<file path="src/rtl/assert_macros.svh">
// Assertion macros shared by the bit packer RTL.
// Depends on nothing; included by files that carry concurrent checks.
`ifndef ASSERT_MACROS_SVH
`define ASSERT_MACROS_SVH

// Check a property on every rising edge, quiet while reset is asserted.
`define LSBP_ASSERT(lbl, clk, rstn, prop) \
	lbl: assert property (@(posedge clk) disable iff (!(rstn)) (prop)) \
	else $error("lsbp assertion failed");

// Check that a condition never holds.
`define LSBP_ASSERT_NEVER(lbl, clk, rstn, cond) \
	`LSBP_ASSERT(lbl, clk, rstn, !(cond))

`endif

</file>
<file path="src/rtl/lsbp_pkg.sv">
// Shared types and constants of the LSB-first bit packer.
// Depends on nothing; imported by every module and the stream interface users.
package lsbp_pkg;

	localparam int MAX_CODE_WIDTH_DEF = 32;
	localparam int CODE_W             = 32;
	localparam int WIDTH_W            = 6;
	localparam int BYTE_W             = 8;
	// Result count of one job; covers every legal code width limit.
	localparam int ITEM_CNT_W         = 4;

	typedef enum logic [1:0] {
		JOB_BYTES,
		JOB_EMPTY,
		JOB_BAD
	} job_kind_t;

	typedef struct packed {
		job_kind_t              kind;
		logic [ITEM_CNT_W-1:0]  items;
	} job_ctrl_t;

	typedef struct packed {
		logic               cmd;
		logic [CODE_W-1:0]  code;
		logic [WIDTH_W-1:0] width;
	} in_item_t;

	typedef struct packed {
		logic [BYTE_W-1:0] out_byte;
		logic              byte_valid;
		logic              bad_width;
		logic              last;
	} out_item_t;

	localparam logic CMD_WRITE = 1'b0;
	localparam logic CMD_FLUSH = 1'b1;

endpackage

</file>
<file path="src/rtl/lsbp_stream_if.sv">
// Valid/ready stream channel carrying one payload of a given type.
// Depends on nothing; payload types come from lsbp_pkg at the instance.
interface lsbp_stream_if #(
	parameter type payload_t = logic
);
	logic     valid;
	logic     ready;
	payload_t data;

	modport source (output valid, output data, input ready);
	modport sink   (input valid, input data, output ready);
endinterface

</file>
<file path="src/rtl/lsbp_back.sv">
// Back end: walks one job at a time and emits its result items, one per cycle while rsp does not stall them.
// Depends on lsbp_pkg and lsbp_stream_if.
module lsbp_back
	import lsbp_pkg::*;
#(
	parameter int DATA_W = MAX_CODE_WIDTH_DEF + 7
) (
	input  logic              clk,
	input  logic              arst_n,
	input  logic              pop_valid,
	output logic              pop_ready,
	input  job_ctrl_t         pop_ctrl,
	input  logic [DATA_W-1:0] pop_data,
	lsbp_stream_if.source     rsp
);
	logic                  cur_valid_q;
	job_kind_t             cur_kind_q;
	logic [ITEM_CNT_W-1:0] cur_left_q;
	logic [DATA_W-1:0]     cur_data_q;
	logic                  out_valid_q;
	out_item_t             out_item_q;
	out_item_t             item;
	logic                  produce;
	logic                  finish;

	assign produce   = cur_valid_q && (!out_valid_q || rsp.ready);
	assign finish    = produce && (cur_left_q == ITEM_CNT_W'(1));
	assign pop_ready = !cur_valid_q || finish;

	assign rsp.valid = out_valid_q;
	assign rsp.data  = out_item_q;

	// Build the next result item from the current job
	always_comb begin
		item.out_byte   = '0;
		item.byte_valid = 1'b0;
		item.bad_width  = 1'b0;
		item.last       = (cur_left_q == ITEM_CNT_W'(1));
		case (cur_kind_q)
			JOB_BYTES: begin
				item.out_byte   = cur_data_q[BYTE_W-1:0];
				item.byte_valid = 1'b1;
			end
			JOB_BAD: begin
				item.bad_width = 1'b1;
			end
			default: begin
				item.out_byte = '0;
			end
		endcase
	end

	// Load a job, or advance the current one
	always_ff @(posedge clk or negedge arst_n) begin
		if (!arst_n) begin
			cur_valid_q <= 1'b0;
			out_valid_q <= 1'b0;
		end else begin
			if (pop_valid && pop_ready) begin
				cur_valid_q <= 1'b1;
			end else if (finish) begin
				cur_valid_q <= 1'b0;
			end
			if (produce) begin
				out_valid_q <= 1'b1;
			end else if (rsp.ready) begin
				out_valid_q <= 1'b0;
			end
		end
	end

	// Hold job payload and the output register
	always_ff @(posedge clk) begin
		if (pop_valid && pop_ready) begin
			cur_kind_q <= pop_ctrl.kind;
			cur_left_q <= pop_ctrl.items;
			cur_data_q <= pop_data;
		end else if (produce) begin
			cur_left_q <= cur_left_q - ITEM_CNT_W'(1);
			cur_data_q <= cur_data_q >> BYTE_W;
		end
		if (produce) begin
			out_item_q <= item;
		end
	end

endmodule

</file>
<file path="src/flat_wrapper.sv">
// flat-port wrapper written by rule: the top's interface ports become plain ports
module lsbp_back_flat import lsbp_pkg::*;
#(
	parameter int DATA_W = MAX_CODE_WIDTH_DEF + 7
)
  (clk, arst_n, pop_valid, pop_ready, pop_ctrl, pop_data, rsp_valid, rsp_data, rsp_ready);
  lsbp_stream_if rsp_i ();
  input  logic clk;
  input  logic arst_n;
  input  logic pop_valid;
  output logic pop_ready;
  input  job_ctrl_t pop_ctrl;
  input  logic [DATA_W-1:0] pop_data;
  output wire logic [$bits(rsp_i.valid)-1:0] rsp_valid;
  output wire logic [$bits(rsp_i.data)-1:0] rsp_data;
  input wire logic [$bits(rsp_i.ready)-1:0] rsp_ready;
  assign rsp_valid = rsp_i.valid;
  assign rsp_data = rsp_i.data;
  assign rsp_i.ready = rsp_ready;
  lsbp_back #(.DATA_W(DATA_W)) u_core (.clk(clk), .arst_n(arst_n), .pop_valid(pop_valid), .pop_ready(pop_ready), .pop_ctrl(pop_ctrl), .pop_data(pop_data), .rsp(rsp_i));
endmodule
</file>
<file path="config.mk">
export PLATFORM = sky130hd
export DESIGN_NAME = lsbp_back_flat
export DESIGN_NICKNAME = d
export VERILOG_FILES = /design/src/rtl/assert_macros.svh /design/src/rtl/lsbp_pkg.sv /design/src/rtl/lsbp_stream_if.sv /design/src/rtl/lsbp_back.sv /design/src/flat_wrapper.sv
export SDC_FILE = /design/constraint.sdc
export NUM_CORES = 1
export LEC_CHECK = 0
export ABC_CLOCK_PERIOD_IN_PS = 1550
export BUFFER_PORTS_ARGS = -buffer_cell sky130_fd_sc_hd__buf_2
export CAP_MARGIN = 40
export CORE_MARGIN = 2
export CORE_UTILIZATION = 27
export CTS_BUF_LIST = sky130_fd_sc_hd__clkbuf_8 sky130_fd_sc_hd__clkbuf_16
export CTS_CLUSTER_SIZE = 10
export DETAILED_ROUTE_END_ITERATION = 10
export HOLD_SLACK_MARGIN = 0.06
export PLACE_DENSITY_LB_ADDON = 0.25
export SLEW_MARGIN = 25
export SYNTH_ARGS = -nofsm -noshare
export SYNTH_HDL_FRONTEND = slang
export SYNTH_SLANG_ARGS = --single-unit
</file>
<file path="constraint.sdc">
create_clock -name clk -period 1.55 [get_ports clk]
set_clock_uncertainty 0.15 [all_clocks]
set_input_delay 0.155 -clock clk [delete_from_list [all_inputs] [get_ports clk]]
set_output_delay 0.155 -clock clk [all_outputs]
set_load 0.02 [all_outputs]
</file>
==> out/results.txt <==
Clk sinks = 7
Port-buffer cells = 10
Violated checks = negative setup slack
Hold path depth = 2
# IOs = 52
Drc violations = 0
Largest net degree at the start of global routing = 5
Top sig layer = met4
Number of setup violations in the final report = 5
RSZ-0062 raised after global routing = true
All-Layer GR Usage = 0.108
CP arrival = 1.48 ns
Clock Latency Late Sink = 0.23 ns
Reg-to-reg critical path endpoint = u_core.cur_left_q[0]
Post-Place Setup Slack = -0.184 ns
CP Cell Sequence = inv_2 > ha_4 > nor3b_4 > buf_4 > a21bo_4 > buf_6
Synth Area per Inst = 14.3 sq um
Chip Height = 42.6 um
Max-cap violation count = 0
Dpl hpwl = 570 um
Worst r2r src = u_core.cur_left_q[1]
Cell area after synthesis = 402 sq um
Wire length per cell = 12.6 um
Area growth, synth to finish = 60.4%
Ys Warns = 0
Critical path startpoint category = flip-flop
Diode count = 0
H-tree depth = 1
Core Footprint = 0.00135 sq mm
R2R Setup Slk = -0.19 ns
DR vias/cell = 4.20
P per Cell Area = 1390 mW/mm^2
Most frequent cells in the layout = buf_2, buf_4, edfxtp_1
Crit end category = output pin
CP max stage delay = 0.41 ns
Post-synthesis register bit count = 7
Post-layout min period = 1.78 ns
GR Overflow Total = 0
Placer Congestion = 0.745
Vias in the first global route = 322
P_leak = 0.306 nW
Worst-case hold path end point = u_core.cur_left_q[0]
Critical path type = flip-flop to output pin
CTS tree = yes
Slew headroom = 0.835
Nets@finish = 106
Netlist cell types = 15
Synth Net Count = 79
Row count = 13
Worst r2r path cells = 5
FMAX = 561 MHz
Maximum VDD drop = 662 uV
Number of CTS-inserted buffers = 3
Synth area leader = edfxtp_1
Global-route wire length before repair = 1.34 mm
Hold Crit Class = input pin to flip-flop
Largest cells by area after synthesis = edfxtp_1, dfrtp_1, mux2_4
CP required = 1.24 ns
CTS Root Cell = clkbuf_8
Starting density of the core = 0.297
Worst Hold Launch = pop_ctrl[0]
Clock-pin slew on the worst setup and hold paths = 0.04 ns
Fin util = 0.477
Via Count = 290
Yosys top cell area share = 0.374
Fillers = 122
Wl on met1 = 346 um
ANT nets after route = 0
Fin. max-slew vios = 0
Register area share after synthesis = 0.498
Initial antenna violation count = 0
Tightest Pin Transition = 0.247 ns
CP max stage cell = edfxtp_1
Met3 WL = 36 um
Final Hold Fails = 0
Hold_ws = 0.0772 ns
Layout cell share with drive strength beyond 1 = 0.611
Final worst slack = -0.234 ns
Clk buf depth = 2
1st-pass router iterations = 2
DRT iter0 DRCs = 1
Met2 wire len = 468 um
Die Area = 0.00181 sq mm
Die Width = 42.6 um
Final worst path period share = 1.15
Post-Route WL = 868 um
Worst Path Max Fanout = 2
Status = finished with violations
Mapped Cells = 28
## cells by family after synthesis
family | after synthesis | share of synthesized area
xor+xnor | 2 | 0.0436
buf+inv | 3 | 0.0280
fa+ha+maj | 2 | 0.0623
simple gates | 8 | 0.153
flops | 7 | 0.498
mux | 4 | 0.137
compound gates | 2 | 0.0779
## per-layer routing
layer | global-route usage | vias up
met5 | 0 | -
met3 | 0.0560 | 2
met2 | 0.172 | 6
li1 | - | 147
met4 | 0.0750 | 0
met1 | 0.108 | 135
## registers in the layout, summed over array words and instances, names as in the netlist
| name | flops |
|---|---|
| u_core.cur_left_q | 4 |
| u_core.cur_valid_q | 1 |
| u_core.rsp.data | 1 |
| u_core.rsp.valid | 1 |
## stage by stage
stage / area (sq um) / power, W / instances / TNS [ns]
floorplan: 402 / 0.000461 / 28 / -0.357
global placement: 515 / 0.000558 / 59 / -0.470
detailed placement: 515 / 0.000567 / 59 / -0.594
CTS: 632 / 0.000878 / 68 / -0.914
global route: 644 / 0.000945 / 69 / -1.23
finish: 644 / 0.000897 / 69 / -0.936
## worst max-delay path by stage
stage / from / end / slack [ns] / depth (start not counted)
after floorplan: u_core.cur_left_q[0] / u_core.cur_left_q[0] / -0.12 / 4
after global placement: u_core.cur_left_q[0] / u_core.cur_left_q[3] / -0.16 / 4
after detailed placement: u_core.cur_left_q[1] / u_core.cur_left_q[2] / -0.18 / 5
after CTS: u_core.cur_left_q[1] / pop_ready / -0.23 / 6
after global routing: u_core.cur_left_q[1] / pop_ready / -0.28 / 6
final: u_core.cur_left_q[1] / pop_ready / -0.23 / 6
## where the power goes
part | switching [W] | total (W) | internal [W] | leakage [nW]
Sequential | 0.0000396 | 0.000306 | 0.000266 | 0.0673
Combinational | 0.000123 | 0.000331 | 0.000208 | 0.211
Clock | 0.0000878 | 0.000260 | 0.000172 | 0.0269
Total | 0.000251 | 0.000897 | 0.000646 | 0.306
## cell type report
class                      count  area [sq um]  area share
inverter                       3          11.3      0.0175
timing repair buffer          22           155       0.241
clock buffer                   3          41.3      0.0641
sequential                     7           200       0.311
multi-input combinational     18           214       0.332
clock inverter                 1          3.75     0.00583
tap                           15          18.8      0.0291
## synthesized netlist by cell type, drive strengths merged
cell	number
a21bo	1
a31oi	1
and2	1
dfrtp	2
edfxtp	5
ha	2
inv	3
mux2	3
mux2i	1
nand2b	3
nor2b	1
nor3	1
nor3b	1
or2	1
xor2	2
## critical path: cells and delay by family (launching register included)
kind	cells	cell delay [ns]
buffers and inverters	3	0.38
AOI/OAI and AO/OA	1	0.12
adders and majority gates	1	0.13
and+or+nand+nor	1	0.22
DFF	1	0.41
## what timing repair did
action                                  4_1_cts  5_1_grt
endpoints found under the setup margin        5        6
hold buffers                                  2        0
pin swaps                                     1        0
setup buffers                                 3        1
hold endpoints to repair                      3        0
resized for setup                             7        1
(Power assumes the default switching activity.)
