`src/rtl/assert_macros.svh`:
```
// Assertion macros shared by the bit packer RTL.
// Depends on nothing; included by files that carry concurrent checks.
`ifndef ASSERT_MACROS_SVH
`define ASSERT_MACROS_SVH

// Check a property on every rising edge, quiet while reset is asserted.
`define LSBP_ASSERT(lbl, clk, rstn, prop) \
	lbl: assert property (@(posedge clk) disable iff (!(rstn)) (prop)) \
	else $error("lsbp assertion failed");

// Check that a condition never holds.
`define LSBP_ASSERT_NEVER(lbl, clk, rstn, cond) \
	`LSBP_ASSERT(lbl, clk, rstn, !(cond))

`endif

```
`src/rtl/lsbp_pkg.sv`:
```
// Shared types and constants of the LSB-first bit packer.
// Depends on nothing; imported by every module and the stream interface users.
package lsbp_pkg;

	localparam int MAX_CODE_WIDTH_DEF = 32;
	localparam int CODE_W             = 32;
	localparam int WIDTH_W            = 6;
	localparam int BYTE_W             = 8;
	// Result count of one job; covers every legal code width limit.
	localparam int ITEM_CNT_W         = 4;

	typedef enum logic [1:0] {
		JOB_BYTES,
		JOB_EMPTY,
		JOB_BAD
	} job_kind_t;

	typedef struct packed {
		job_kind_t              kind;
		logic [ITEM_CNT_W-1:0]  items;
	} job_ctrl_t;

	typedef struct packed {
		logic               cmd;
		logic [CODE_W-1:0]  code;
		logic [WIDTH_W-1:0] width;
	} in_item_t;

	typedef struct packed {
		logic [BYTE_W-1:0] out_byte;
		logic              byte_valid;
		logic              bad_width;
		logic              last;
	} out_item_t;

	localparam logic CMD_WRITE = 1'b0;
	localparam logic CMD_FLUSH = 1'b1;

endpackage

```
`src/rtl/lsbp_queue.sv`:
```
// Two-entry job queue between the front and back ends.
// Depends on lsbp_pkg for the job control type.
module lsbp_queue
	import lsbp_pkg::*;
#(
	parameter int DATA_W = MAX_CODE_WIDTH_DEF + 7
) (
	input  logic              clk,
	input  logic              arst_n,
	input  logic              push_valid,
	output logic              push_ready,
	input  job_ctrl_t         push_ctrl,
	input  logic [DATA_W-1:0] push_data,
	output logic              pop_valid,
	input  logic              pop_ready,
	output job_ctrl_t         pop_ctrl,
	output logic [DATA_W-1:0] pop_data
);
	localparam int DEPTH = 2;

	job_ctrl_t         ctrl_q [DEPTH];
	logic [DATA_W-1:0] data_q [DEPTH];
	logic              wr_ptr_q;
	logic              rd_ptr_q;
	logic [1:0]        cnt_q;
	logic              do_push;
	logic              do_pop;

	assign push_ready = (cnt_q != 2'(DEPTH));
	assign pop_valid  = (cnt_q != '0);
	assign do_push    = push_valid && push_ready;
	assign do_pop     = pop_valid && pop_ready;
	assign pop_ctrl   = ctrl_q[rd_ptr_q];
	assign pop_data   = data_q[rd_ptr_q];

	// Advance pointers and fill count
	always_ff @(posedge clk or negedge arst_n) begin
		if (!arst_n) begin
			wr_ptr_q <= 1'b0;
			rd_ptr_q <= 1'b0;
			cnt_q    <= '0;
		end else begin
			if (do_push) wr_ptr_q <= !wr_ptr_q;
			if (do_pop)  rd_ptr_q <= !rd_ptr_q;
			cnt_q <= cnt_q + 2'(do_push) - 2'(do_pop);
		end
	end

	// Store the pushed job
	always_ff @(posedge clk) begin
		if (do_push) begin
			ctrl_q[wr_ptr_q] <= push_ctrl;
			data_q[wr_ptr_q] <= push_data;
		end
	end

endmodule

```
`config.mk`:
```
export PLATFORM = sky130hd
export DESIGN_NAME = lsbp_queue
export DESIGN_NICKNAME = d
export VERILOG_FILES = /design/src/rtl/assert_macros.svh /design/src/rtl/lsbp_pkg.sv /design/src/rtl/lsbp_queue.sv
export SDC_FILE = /design/constraint.sdc
export NUM_CORES = 1
export LEC_CHECK = 0
export BUFFER_PORTS_ARGS = -buffer_cell sky130_fd_sc_hd__buf_2
export CELL_PAD_IN_SITES_DETAIL_PLACEMENT = 1
export CELL_PAD_IN_SITES_GLOBAL_PLACEMENT = 1
export CORE_UTILIZATION = 41
export CTS_CLUSTER_DIAMETER = 200
export DETAILED_ROUTE_END_ITERATION = 8
export PLACE_DENSITY_LB_ADDON = 0.1
export SKIP_LAST_GASP = 1
export SYNTH_ARGS = -nofsm -noshare
export SYNTH_HDL_FRONTEND = slang
export SYNTH_SLANG_ARGS = --single-unit
```
`constraint.sdc`:
```
create_clock -name clk -period 4.1 [get_ports clk]
set_input_delay 0.615 -clock clk [delete_from_list [all_inputs] [get_ports clk]]
set_output_delay 0.615 -clock clk [all_outputs]
set_load 0.02 [all_outputs]
```
==> results of run 1 <==
## layout make-up
type                            instances  area (µm²)  share of cell area, %
Clock buffer                           11         131                   3.09
Clock inverter                          4        48.8                   1.15
Multi-Input combinational cell         63         648                   15.3
Sequential cell                        94        2800                   66.0
Tap cell                              105         131                   3.09
Timing Repair Buffer                   96         483                   11.4
## per-stage QoR
| step | utilization (%) | std cells | total power [mW] | setup slack (ns) | cell area (µm²) |
|---|---|---|---|---|---|
| 3_3_place_gp | 49.5 | 358 | 2.48 | 1.73 | 4070 |
| 5_1_grt | 51.7 | 373 | 3.17 | 1.31 | 4250 |
| 6_report | 51.7 | 373 | 3.01 | 1.46 | 4250 |
| 4_1_cts | 51.7 | 373 | 3.06 | 1.39 | 4250 |
| 3_5_place_dp | 49.5 | 358 | 2.49 | 1.78 | 4070 |
| 2_1_floorplan | - | 162 | 2.15 | 0.955 | 3470 |
## routing by layer
layer  part of all wire, %  routed length [µm]  global-route usage (%)  vias to the layer above
li1                      -                   -                       -                      842
met3                   4.3                 262                    3.32                        9
met4                   2.2                 132                    8.97                        0
met5                     0                   0                       0                        -
met1                    42                2570                    16.7                      893
met2                    51                3130                    23.8                       58
## final timing paths
check / cells after the start / from / end
max in group asynchronous: 1 / arst_n / rd_ptr_q
worst min-delay path: 1 / arst_n / wr_ptr_q
worst min register to register: 1 / wr_ptr_q / wr_ptr_q
worst max-delay path: 2 / rd_ptr_q / pop_data[15]
min in group clk: 1 / push_data[13] / data_q[0][13]
worst max register to register: 4 / cnt_q[0] / data_q[0][15]
## cells in the mapped netlist
master,number,share of area (%)
edfxtp_1,90,78
xnor2_1,3,0.76
or2_2,1,0.18
ha_1,1,0.36
and2b_2,1,0.25
and4bb_1,1,0.36
a311oi_2,1,0.43
buf_2,5,0.72
nand2b_1,1,0.18
and3_2,1,0.22
nand2_1,2,0.22
nor2_1,3,0.32
o21ai_0,1,0.14
mux2_2,45,15
o21ba_2,1,0.29
nand3_1,1,0.14
dfrtp_1,4,2.9
## report_power, final
part | internal, mW | leakage (nW) | switching (mW)
sequential | 1.32 | 0.883 | 0.151
combinational | 0.415 | 0.610 | 0.557
clock | 0.278 | 0.0931 | 0.289
## cells by family after synthesis
kind of cell | after synthesis | share of synthesized area, %
simple gates | 11 | 1.88
fa+ha+maj | 1 | 0.361
xor+xnor | 3 | 0.758
flops | 94 | 80.8
buf+inv | 5 | 0.721
compound gates | 3 | 0.866
mux | 45 | 14.6
## sequential cells by signal (all words and copies together), names as in the netlist
signal,flops
rd_ptr_q,1
wr_ptr_q,1
ctrl_q,12
cnt_q,2
data_q,78
==> flow_summary_export.csv, run 1 <==
group,metric,value,unit
run_status,status,"finished, final reports clean",
clock_tree,cts_buffers,9,
synthesis,yosysUniqueCellTypes,17,
sta,min_period,2.64,ns
sta,max_freq,379,MHz
detailed_routing,avgViaCountPerCell,4.83,
grt,grt_usage,14.3,%
sta,whs,0.0628,ns
placement,dp_hpwl,3960,µm
floorplanning,die_h,94.0,µm
cells_and_area,final_common_cell,"buf_2",
worst_setup_path,slowest_stage,"dfrtp_2",
cells_and_area,antennaDiodeCount,0,
power_and_ir_drop,power_leakage,1.59,nW
sta,slew-limit-headroom,24.9,%
worst_setup_path,slowest_delay,1.07,ns
floorplanning,core_area,8220,µm²
grt,grt_max_degree,47,
clock_tree,post_cts_buffers,0,
clock_tree,cts_tree,"built",
worst_setup_path,path_max_fanout,46,
worst_setup_path,cp.required,3.48,ns
worst_setup_path,endpoint_kind,"primary output",
clock_tree,clkSlewWorstSetupHoldPaths,0.09,ns
clock_tree,clock_sinks,94,
placement,io_buffers,95,
clock_tree,clock_path_buffers,2,
worst_hold_path,hold_path_class,"in2async",
floorplanning,die_area,8830,µm²
detailed_routing,totalWireLength,6100,µm
grt,antenna_found_initial,0,
synthesis,syn_nets,212,
grt,grt-ovfl-total,0,
sta,rsz0062_at_grt,"no",
flow_run,max_cap_viol_count,0,
worst_setup_path,path_buf_inv,1,
detailed_routing,drtAntennaViolNets,0,
cells_and_area,areaGrowthSynthToFinish,22.4,%
sta,tightest_slew,1.13,ns
grt,grt_pass1_wl,8990,µm
floorplanning,ios,96,
sta,tns,0,ns
synthesis,syn_area,3470,µm²
sta,maxSlewViolCount,0,
synthesis,yosys_register_bits,94,
clock_tree,h-tree-depth,3,
floorplanning,start_util,42.2,%
clock_tree,clock-root-buffer,"clkbuf_8",
cells_and_area,final_cell_mix,"buf_2, edfxtp_1, mux2_2, clkbuf_8",
worst_setup_path,reg2reg_setup_slack,2.04,ns
cells_and_area,nets,314,
floorplanning,rows,33,
grt,grt_pass1_vias,1857,
synthesis,synth_area_per_cell,21.4,µm²
worst_setup_path,critPathTopFamily,"flip-flops",
detailed_routing,drc,0,
detailed_routing,firstDrtPassIters,4,
placement,routabilityCongestion,0.732,
sta,min_period_over_period,64.4,%
synthesis,synthCells,162,
clock_tree,clk_latency,0.34,ns
synthesis,yosysWarnings,0,
worst_setup_path,critical_path.cell_chain,"mux2_2, buf_2",
floorplanning,die_w,94.0,µm
cells_and_area,drive_above_1_share,60.1,%
worst_setup_path,crit_arrival,2.03,ns
detailed_routing,initialDrtViolationCount,56,
power_and_ir_drop,ir_drop,0.278,mV
sta,finalHoldViolCount,0,
clock_tree,cts_resized,0,
detailed_routing,wire_per_inst,16.3,µm
worst_setup_path,cp-start-kind,"register",
power_and_ir_drop,power.density,708,nW/µm²
synthesis,ys_seq_area_share,80.8,%
worst_setup_path,criticalPathCategory,"reg2out",
sta,setup_viol,0,
clock_tree,cts_hold_buffers,0,
detailed_routing,vias,1802,
cells_and_area,nFillCells,808,
sta,clock_skew,0.00891,ns
(Power assumes the default switching activity.)
==> run 2, diff against run 1 <==
--- a/config.mk
+++ b/config.mk
@@ -5,6 +5,7 @@
 export SDC_FILE = /design/constraint.sdc
 export NUM_CORES = 1
 export LEC_CHECK = 0
+export ABC_AREA = 1
 export BUFFER_PORTS_ARGS = -buffer_cell sky130_fd_sc_hd__buf_2
 export CELL_PAD_IN_SITES_DETAIL_PLACEMENT = 1
 export CELL_PAD_IN_SITES_GLOBAL_PLACEMENT = 1
==> constraint.sdc (replaced) <==
create_clock -name clk -period 2.7 [get_ports clk]
set_input_delay 0.405 -clock clk [delete_from_list [all_inputs] [get_ports clk]]
set_output_delay 0.405 -clock clk [all_outputs]
set_load 0.02 [all_outputs]
==> flow_summary_export.csv, run 2 <==
group,metric,value,unit
worst_setup_path,crit_arrival,1.72,ns
grt,grt-ovfl-total,0,
grt,grt_pass1_wl,10600,µm
cells_and_area,reg.largest.list,"data_q: 78 flops, ctrl_q: 12 flops, cnt_q: 2 flops",
sta,tns,0,ns
synthesis,async_flop_share,4.26,%
worst_setup_path,r2r_start,"cnt_q[1]",
grt,grt_max_degree,47,
cells_and_area,nFillCells,886,
power_and_ir_drop,power_leakage,1.89,nW
clock_tree,cts_tree,"built",
cells_and_area,final_cell_mix,"nand2_1, buf_2, edfxtp_1, clkbuf_8, inv_1",
detailed_routing,firstDrtPassIters,4,
cells_and_area,areaGrowthSynthToFinish,22.7,%
cells_and_area,final_cell_area,4340,µm²
floorplanning,ios,96,
synthesis,synthTopCellsByArea,"edfxtp_1, nand2_1, dfrtp_1",
synthesis,synth_common_cells,"nand2_1, edfxtp_1, inv_1",
floorplanning,core_area,8260,µm²
synthesis,synth-main-ff-cell,"edfxtp_1",
synthesis,syn_nets,316,
sta,min_period_over_period,78.8,%
sta,setup_viol,0,
placement,placed_cells,460,
synthesis,synth_area_per_cell,13.3,µm²
floorplanning,rows,33,
worst_setup_path,reg2reg_setup_slack,1.05,ns
worst_setup_path,r2r_cells,4,
cells_and_area,final_common_cell,"nand2_1",
detailed_routing,totalWireLength,6950,µm
worst_setup_path,cp-start-kind,"register",
detailed_routing,wire_per_inst,14.5,µm
grt,grt_usage,16.4,%
detailed_routing,initialDrtViolationCount,101,
sta,max_freq,470,MHz
cells_and_area,top_register,"data_q",
flow_run,max_cap_viol_count,0,
placement,dpl_cell_area,4090,µm²
synthesis,synth_most_common_cell,"nand2_1",
grt,antenna_found_initial,1,
worst_setup_path,reg2reg_to,"data_q[0][4]",
synthesis,syn_area,3530,µm²
clock_tree,cts_hold_buffers,1,
clock_tree,clock_sinks,94,
synthesis,synthCells,266,
synthesis,synth_edf_count,90,
synthesis,yosysUniqueCellTypes,16,
worst_setup_path,cp.required,2.30,ns
clock_tree,cts_buffers,9,
floorplanning,die_h,94.8,µm
synthesis,synth_top_area_share,76.5,%
synthesis,ys_seq_area_share,79.3,%
floorplanning,die_w,94.8,µm
sta,min_period,2.13,ns
placement,routabilityCongestion,0.705,
grt,grt_pass1_vias,2165,
floorplanning,die_area,8990,µm²
detailed_routing,avgViaCountPerCell,4.62,
clock_tree,post_cts_buffers,0,
cells_and_area,nets,417,
sta,slew-limit-headroom,58.7,%
clock_tree,clock-root-buffer,"clkbuf_8",
power_and_ir_drop,ir_drop,0.755,mV
worst_hold_path,hold_start,"push_data[10]",
placement,io_buffers,95,
floorplanning,start_util,42.8,%
clock_tree,clock_path_buffers,2,
worst_hold_path,whs_path_depth,1,
synthesis,yosysWarnings,0,
sta,finalHoldViolCount,0,
sta,clock_skew,0.00560,ns
sta,maxSlewViolCount,0,
synthesis,yosys_register_bits,94,
sta,rsz0062_at_grt,"no",
clock_tree,h-tree-depth,3,
worst_hold_path,whs_endpoint,"data_q[0][10]",
power_and_ir_drop,power.density,1150,nW/µm²
clock_tree,cts_resized,0,
worst_hold_path,hold_path_class,"in2reg",
cells_and_area,largest_register_ffs,78,
worst_setup_path,criticalPathCategory,"reg2out",
clock_tree,clk_latency,0.35,ns
worst_setup_path,endpoint_kind,"primary output",
worst_setup_path,path_max_fanout,24,
clock_tree,clkSlewWorstSetupHoldPaths,0.08,ns
placement,dp_hpwl,4420,µm
sta,tightest_slew,0.619,ns
detailed_routing,drtAntennaViolNets,0,
cells_and_area,drive_above_1_share,31.5,%
detailed_routing,vias,2210,
detailed_routing,drc,0,
synthesis,yosysTopAreaCell,"edfxtp_1",
cells_and_area,fin_cells,478,
run_status,status,"finished, final reports clean",
[run 2: cell types whose count changed after synthesis, sizes merged, moves of 2 or more]
cell / before / now
buf: 5 / 9
inv: 0 / 8
mux2: 45 / 0
nand2: 2 / 144
nor2: 3 / 5
xnor2: 3 / 0
[run 2: final cells by class]
cell class	instances	area (µm²)	share of cell area, %
Clock inverter	4	95.1	2.19
Multi-Input combinational cell	155	626	14.4
Clock buffer	12	135	3.12
Tap cell	105	131	3.03
Sequential cell	94	2800	64.7
Timing Repair Buffer	99	508	11.7
Antenna cell	1	2.50	0.0577
Inverter	8	35.0	0.808
[run 2: worst max-delay path by stage]
| stage | depth (start not counted) | startpoint | slack, ns | endpoint |
|---|---|---|---|---|
| floorplan | 3 | cnt_q[1] | 0.43 | ctrl_q[1][0] |
| global placement | 4 | rd_ptr_q | 0.93 | pop_data[24] |
| detailed placement | 4 | rd_ptr_q | 0.91 | pop_data[28] |
| CTS | 4 | rd_ptr_q | 0.51 | pop_data[28] |
| global route | 4 | rd_ptr_q | 0.41 | pop_data[20] |
| finish | 4 | rd_ptr_q | 0.57 | pop_data[24] |
[run 2: per-stage QoR]
stage | util [%] | setup WS [ns] | hold slack [ns] | total power, mW
finish | 52.5 | 0.572 | 0.237 | 4.98
floorplan | - | 0.430 | 0.109 | 3.41
global route | 52.5 | 0.408 | 0.210 | 5.29
global placement | 49.6 | 0.926 | 0.222 | 3.95
detailed placement | 49.6 | 0.905 | 0.220 | 3.99
CTS | 52.5 | 0.507 | 0.216 | 5.06
[run 2: power by group]
group / total [mW] / internal (mW) / switching, mW
Sequential: 2.15 / 1.99 / 0.156
Clock: 1.06 / 0.615 / 0.449
Combinational: 1.76 / 0.502 / 1.26
Total: 4.98 / 3.11 / 1.87
[run 2: cells by family (layout without fill, tap and decap cells)]
logic type | Yosys count | after routing | synth area share (%)
buf+inv | 17 | 123 | 3.33
xor+xnor | 1 | 1 | 0.248
flops | 94 | 94 | 79.3
other cells | 0 | 1 | 0
fa+ha+maj | 1 | 1 | 0.354
simple gates | 151 | 151 | 16.5
compound gates | 2 | 2 | 0.283
[run 2: layer usage]
layer	up-vias	global-route usage (%)	part of all wire, %
li1	1087	-	-
met1	1050	19.9	42
met2	63	26.9	51
met3	10	4.43	5.5
met4	0	8.46	1.7
met5	-	0	0
[run 2: worst max-delay path, stage by stage (launching register included)]
cell and delay (ns):
dfrtp_2 0.67, buf_4 0.36, nand2_1 0.08, nand2_1 0.09, buf_2 0.16
==> run 3, diff against run 2 <==
--- a/config.mk
+++ b/config.mk
@@ -5,7 +5,7 @@
 export SDC_FILE = /design/constraint.sdc
 export NUM_CORES = 1
 export LEC_CHECK = 0
-export ABC_AREA = 1
+export ABC_AREA = 0
 export BUFFER_PORTS_ARGS = -buffer_cell sky130_fd_sc_hd__buf_2
 export CELL_PAD_IN_SITES_DETAIL_PLACEMENT = 1
 export CELL_PAD_IN_SITES_GLOBAL_PLACEMENT = 1
==> constraint.sdc (replaced) <==
create_clock -name clk -period 2.1 [get_ports clk]
set_input_delay 0.315 -clock clk [delete_from_list [all_inputs] [get_ports clk]]
set_output_delay 0.315 -clock clk [all_outputs]
set_load 0.02 [all_outputs]
==> flow_summary_export.csv, run 3 (synthesis gave the netlist of run 1 again) <==
group,metric,value,unit
floorplanning,die_h,94.0,µm
cells_and_area,final_common_cell,"buf_2",
clock_tree,h-tree-depth,3,
floorplanning,core_area,8220,µm²
sta,setup_viol,0,
cells_and_area,nets,319,
clock_tree,clock-root-buffer,"clkbuf_8",
worst_setup_path,r2r_start,"cnt_q[0]",
grt,grt_pass1_vias,1908,
detailed_routing,drc,0,
worst_setup_path,cp.required,1.78,ns
placement,io_buffers,95,
worst_setup_path,cp-start-kind,"register",
detailed_routing,drtAntennaViolNets,0,
sta,clock_skew,0.0133,ns
sta,finalHoldViolCount,0,
cells_and_area,areaGrowthSynthToFinish,25.6,%
power_and_ir_drop,total_power,6.13,mW
worst_setup_path,reg2reg_to,"ctrl_q[1][1]",
flow_run,max_cap_viol_count,0,
detailed_routing,vias,1825,
detailed_routing,firstDrtPassIters,4,
clock_tree,clkSlewWorstSetupHoldPaths,0.09,ns
cells_and_area,largest_register_ffs,78,
detailed_routing,totalWireLength,6090,µm
clock_tree,cts_tree,"built",
worst_setup_path,worstSetupStartpoint,"rd_ptr_q",
floorplanning,ios,96,
floorplanning,start_util,42.2,%
clock_tree,clock_path_buffers,2,
sta,min_period_over_period,88.9,%
worst_setup_path,r2r_cells,3,
clock_tree,clk_latency,0.35,ns
clock_tree,cts_resized,0,
sta,slew-limit-headroom,76.5,%
worst_setup_path,reg2reg_setup_slack,0.54,ns
detailed_routing,initialDrtViolationCount,63,
floorplanning,die_w,94.0,µm
run_status,status,"finished, final reports clean",
placement,dpl_cell_area,4130,µm²
worst_setup_path,endpoint_kind,"primary output",
sta,tightest_slew,0.352,ns
cells_and_area,top_register,"data_q",
clock_tree,clock_sinks,94,
worst_setup_path,criticalPathCategory,"reg2out",
sta,tns,0,ns
grt,grt_max_degree,47,
placement,dp_hpwl,3940,µm
sta,maxSlewViolCount,0,
floorplanning,die_area,8830,µm²
sta,max_freq,536,MHz
detailed_routing,wire_per_inst,16.1,µm
sta,rsz0062_at_grt,"no",
grt,grt_usage,14.7,%
worst_setup_path,crit_arrival,1.55,ns
worst_setup_path,crit_end,"pop_ctrl[0]",
cells_and_area,drive_above_1_share,60.2,%
grt,grt_pass1_wl,9390,µm
clock_tree,cts_buffers,9,
worst_hold_path,hold_path_class,"in2reg",
power_and_ir_drop,ir_drop,0.558,mV
power_and_ir_drop,power_leakage,1.63,nW
grt,grt-ovfl-total,0,
worst_setup_path,path_max_fanout,46,
detailed_routing,avgViaCountPerCell,4.82,
power_and_ir_drop,power.density,1410,nW/µm²
grt,antenna_found_initial,0,
cells_and_area,final_cell_area,4360,µm²
sta,min_period,1.87,ns
placement,routabilityCongestion,0.687,
cells_and_area,reg.largest.list,"data_q: 78 flops, ctrl_q: 12 flops, cnt_q: 2 flops",
floorplanning,rows,33,
cells_and_area,antennaDiodeCount,0,
cells_and_area,final_cell_mix,"buf_2, edfxtp_1, mux2_2, clkbuf_8",
[run 3: changes by cell type in the layout (fill, tap and decap cells not counted), moves of 2 or more]
cell      previous run  this run
nand2_1            142         2
mux2_2               0        45
inv_1                7         0
buf_12               0         3
xnor2_1              0         3
clkbuf_1             3         1
clkinv_1             0         2
[run 3: final cells by class]
class	instances	area [µm²]
Clock buffer	10	128
Clock inverter	6	85.1
Fill cell	799	3860
Multi-Input combinational cell	63	648
Sequential cell	94	2800
Tap cell	105	131
Timing Repair Buffer	101	561
[run 3: worst min-delay path by stage]
stage	start	endpoint	slack, ns	cells past startpoint
2_1_floorplan	arst_n	cnt_q[0]	0.02	0
3_3_place_gp	arst_n	cnt_q[0]	0.14	1
3_5_place_dp	arst_n	cnt_q[0]	0.14	1
4_1_cts	push_data[7]	data_q[0][7]	0.12	1
5_1_grt	push_data[37]	data_q[0][37]	0.13	1
6_report	push_data[2]	data_q[0][2]	0.14	1
[run 3: report_power, final]
part           leakage [nW]  switching [mW]  total [mW]  internal, mW
sequential            0.883           0.125        2.69          2.56
clock                 0.106           0.606        1.28         0.670
combinational         0.646            1.27        2.17         0.900
total                  1.63            2.00        6.13          4.13
[run 3: metrics by stage]
step | setup WS, ns | utilization (%) | hold WS [ns] | instances
after floorplan | 0.178 | - | 0.0194 | 162
after global placement | 0.565 | 50.3 | 0.138 | 362
after detailed placement | 0.539 | 50.3 | 0.142 | 362
after CTS | 0.191 | 53.0 | 0.121 | 379
after global routing | 0.155 | 53.0 | 0.127 | 379
final | 0.233 | 53.0 | 0.143 | 379
[run 3: repair_timing]
| item | 4_1_cts | 5_1_grt |
|---|---|---|
| endpoints found under the setup margin | 0 | 0 |
| endpoints found under the hold margin | 4 | 0 |
| hold buffers | 1 | 0 |
| setup buffers | 0 | 0 |
[run 3: critical path, cell delays in order, from the launching register on]
cell and delay [ns]:
dfrtp_2 0.38, buf_12 0.26, mux2_2 0.38, buf_2 0.16
[run 3: routing by layer]
metal | GRT usage [%] | vias up | routed length [µm] | part of all wire (%)
met5 | 0 | - | 0 | 0
met4 | 7.31 | 0 | 112 | 1.8
met3 | 3.07 | 10 | 278 | 4.6
met2 | 24.4 | 61 | 3050 | 50
met1 | 18.3 | 901 | 2640 | 43
li1 | - | 853 | - | -
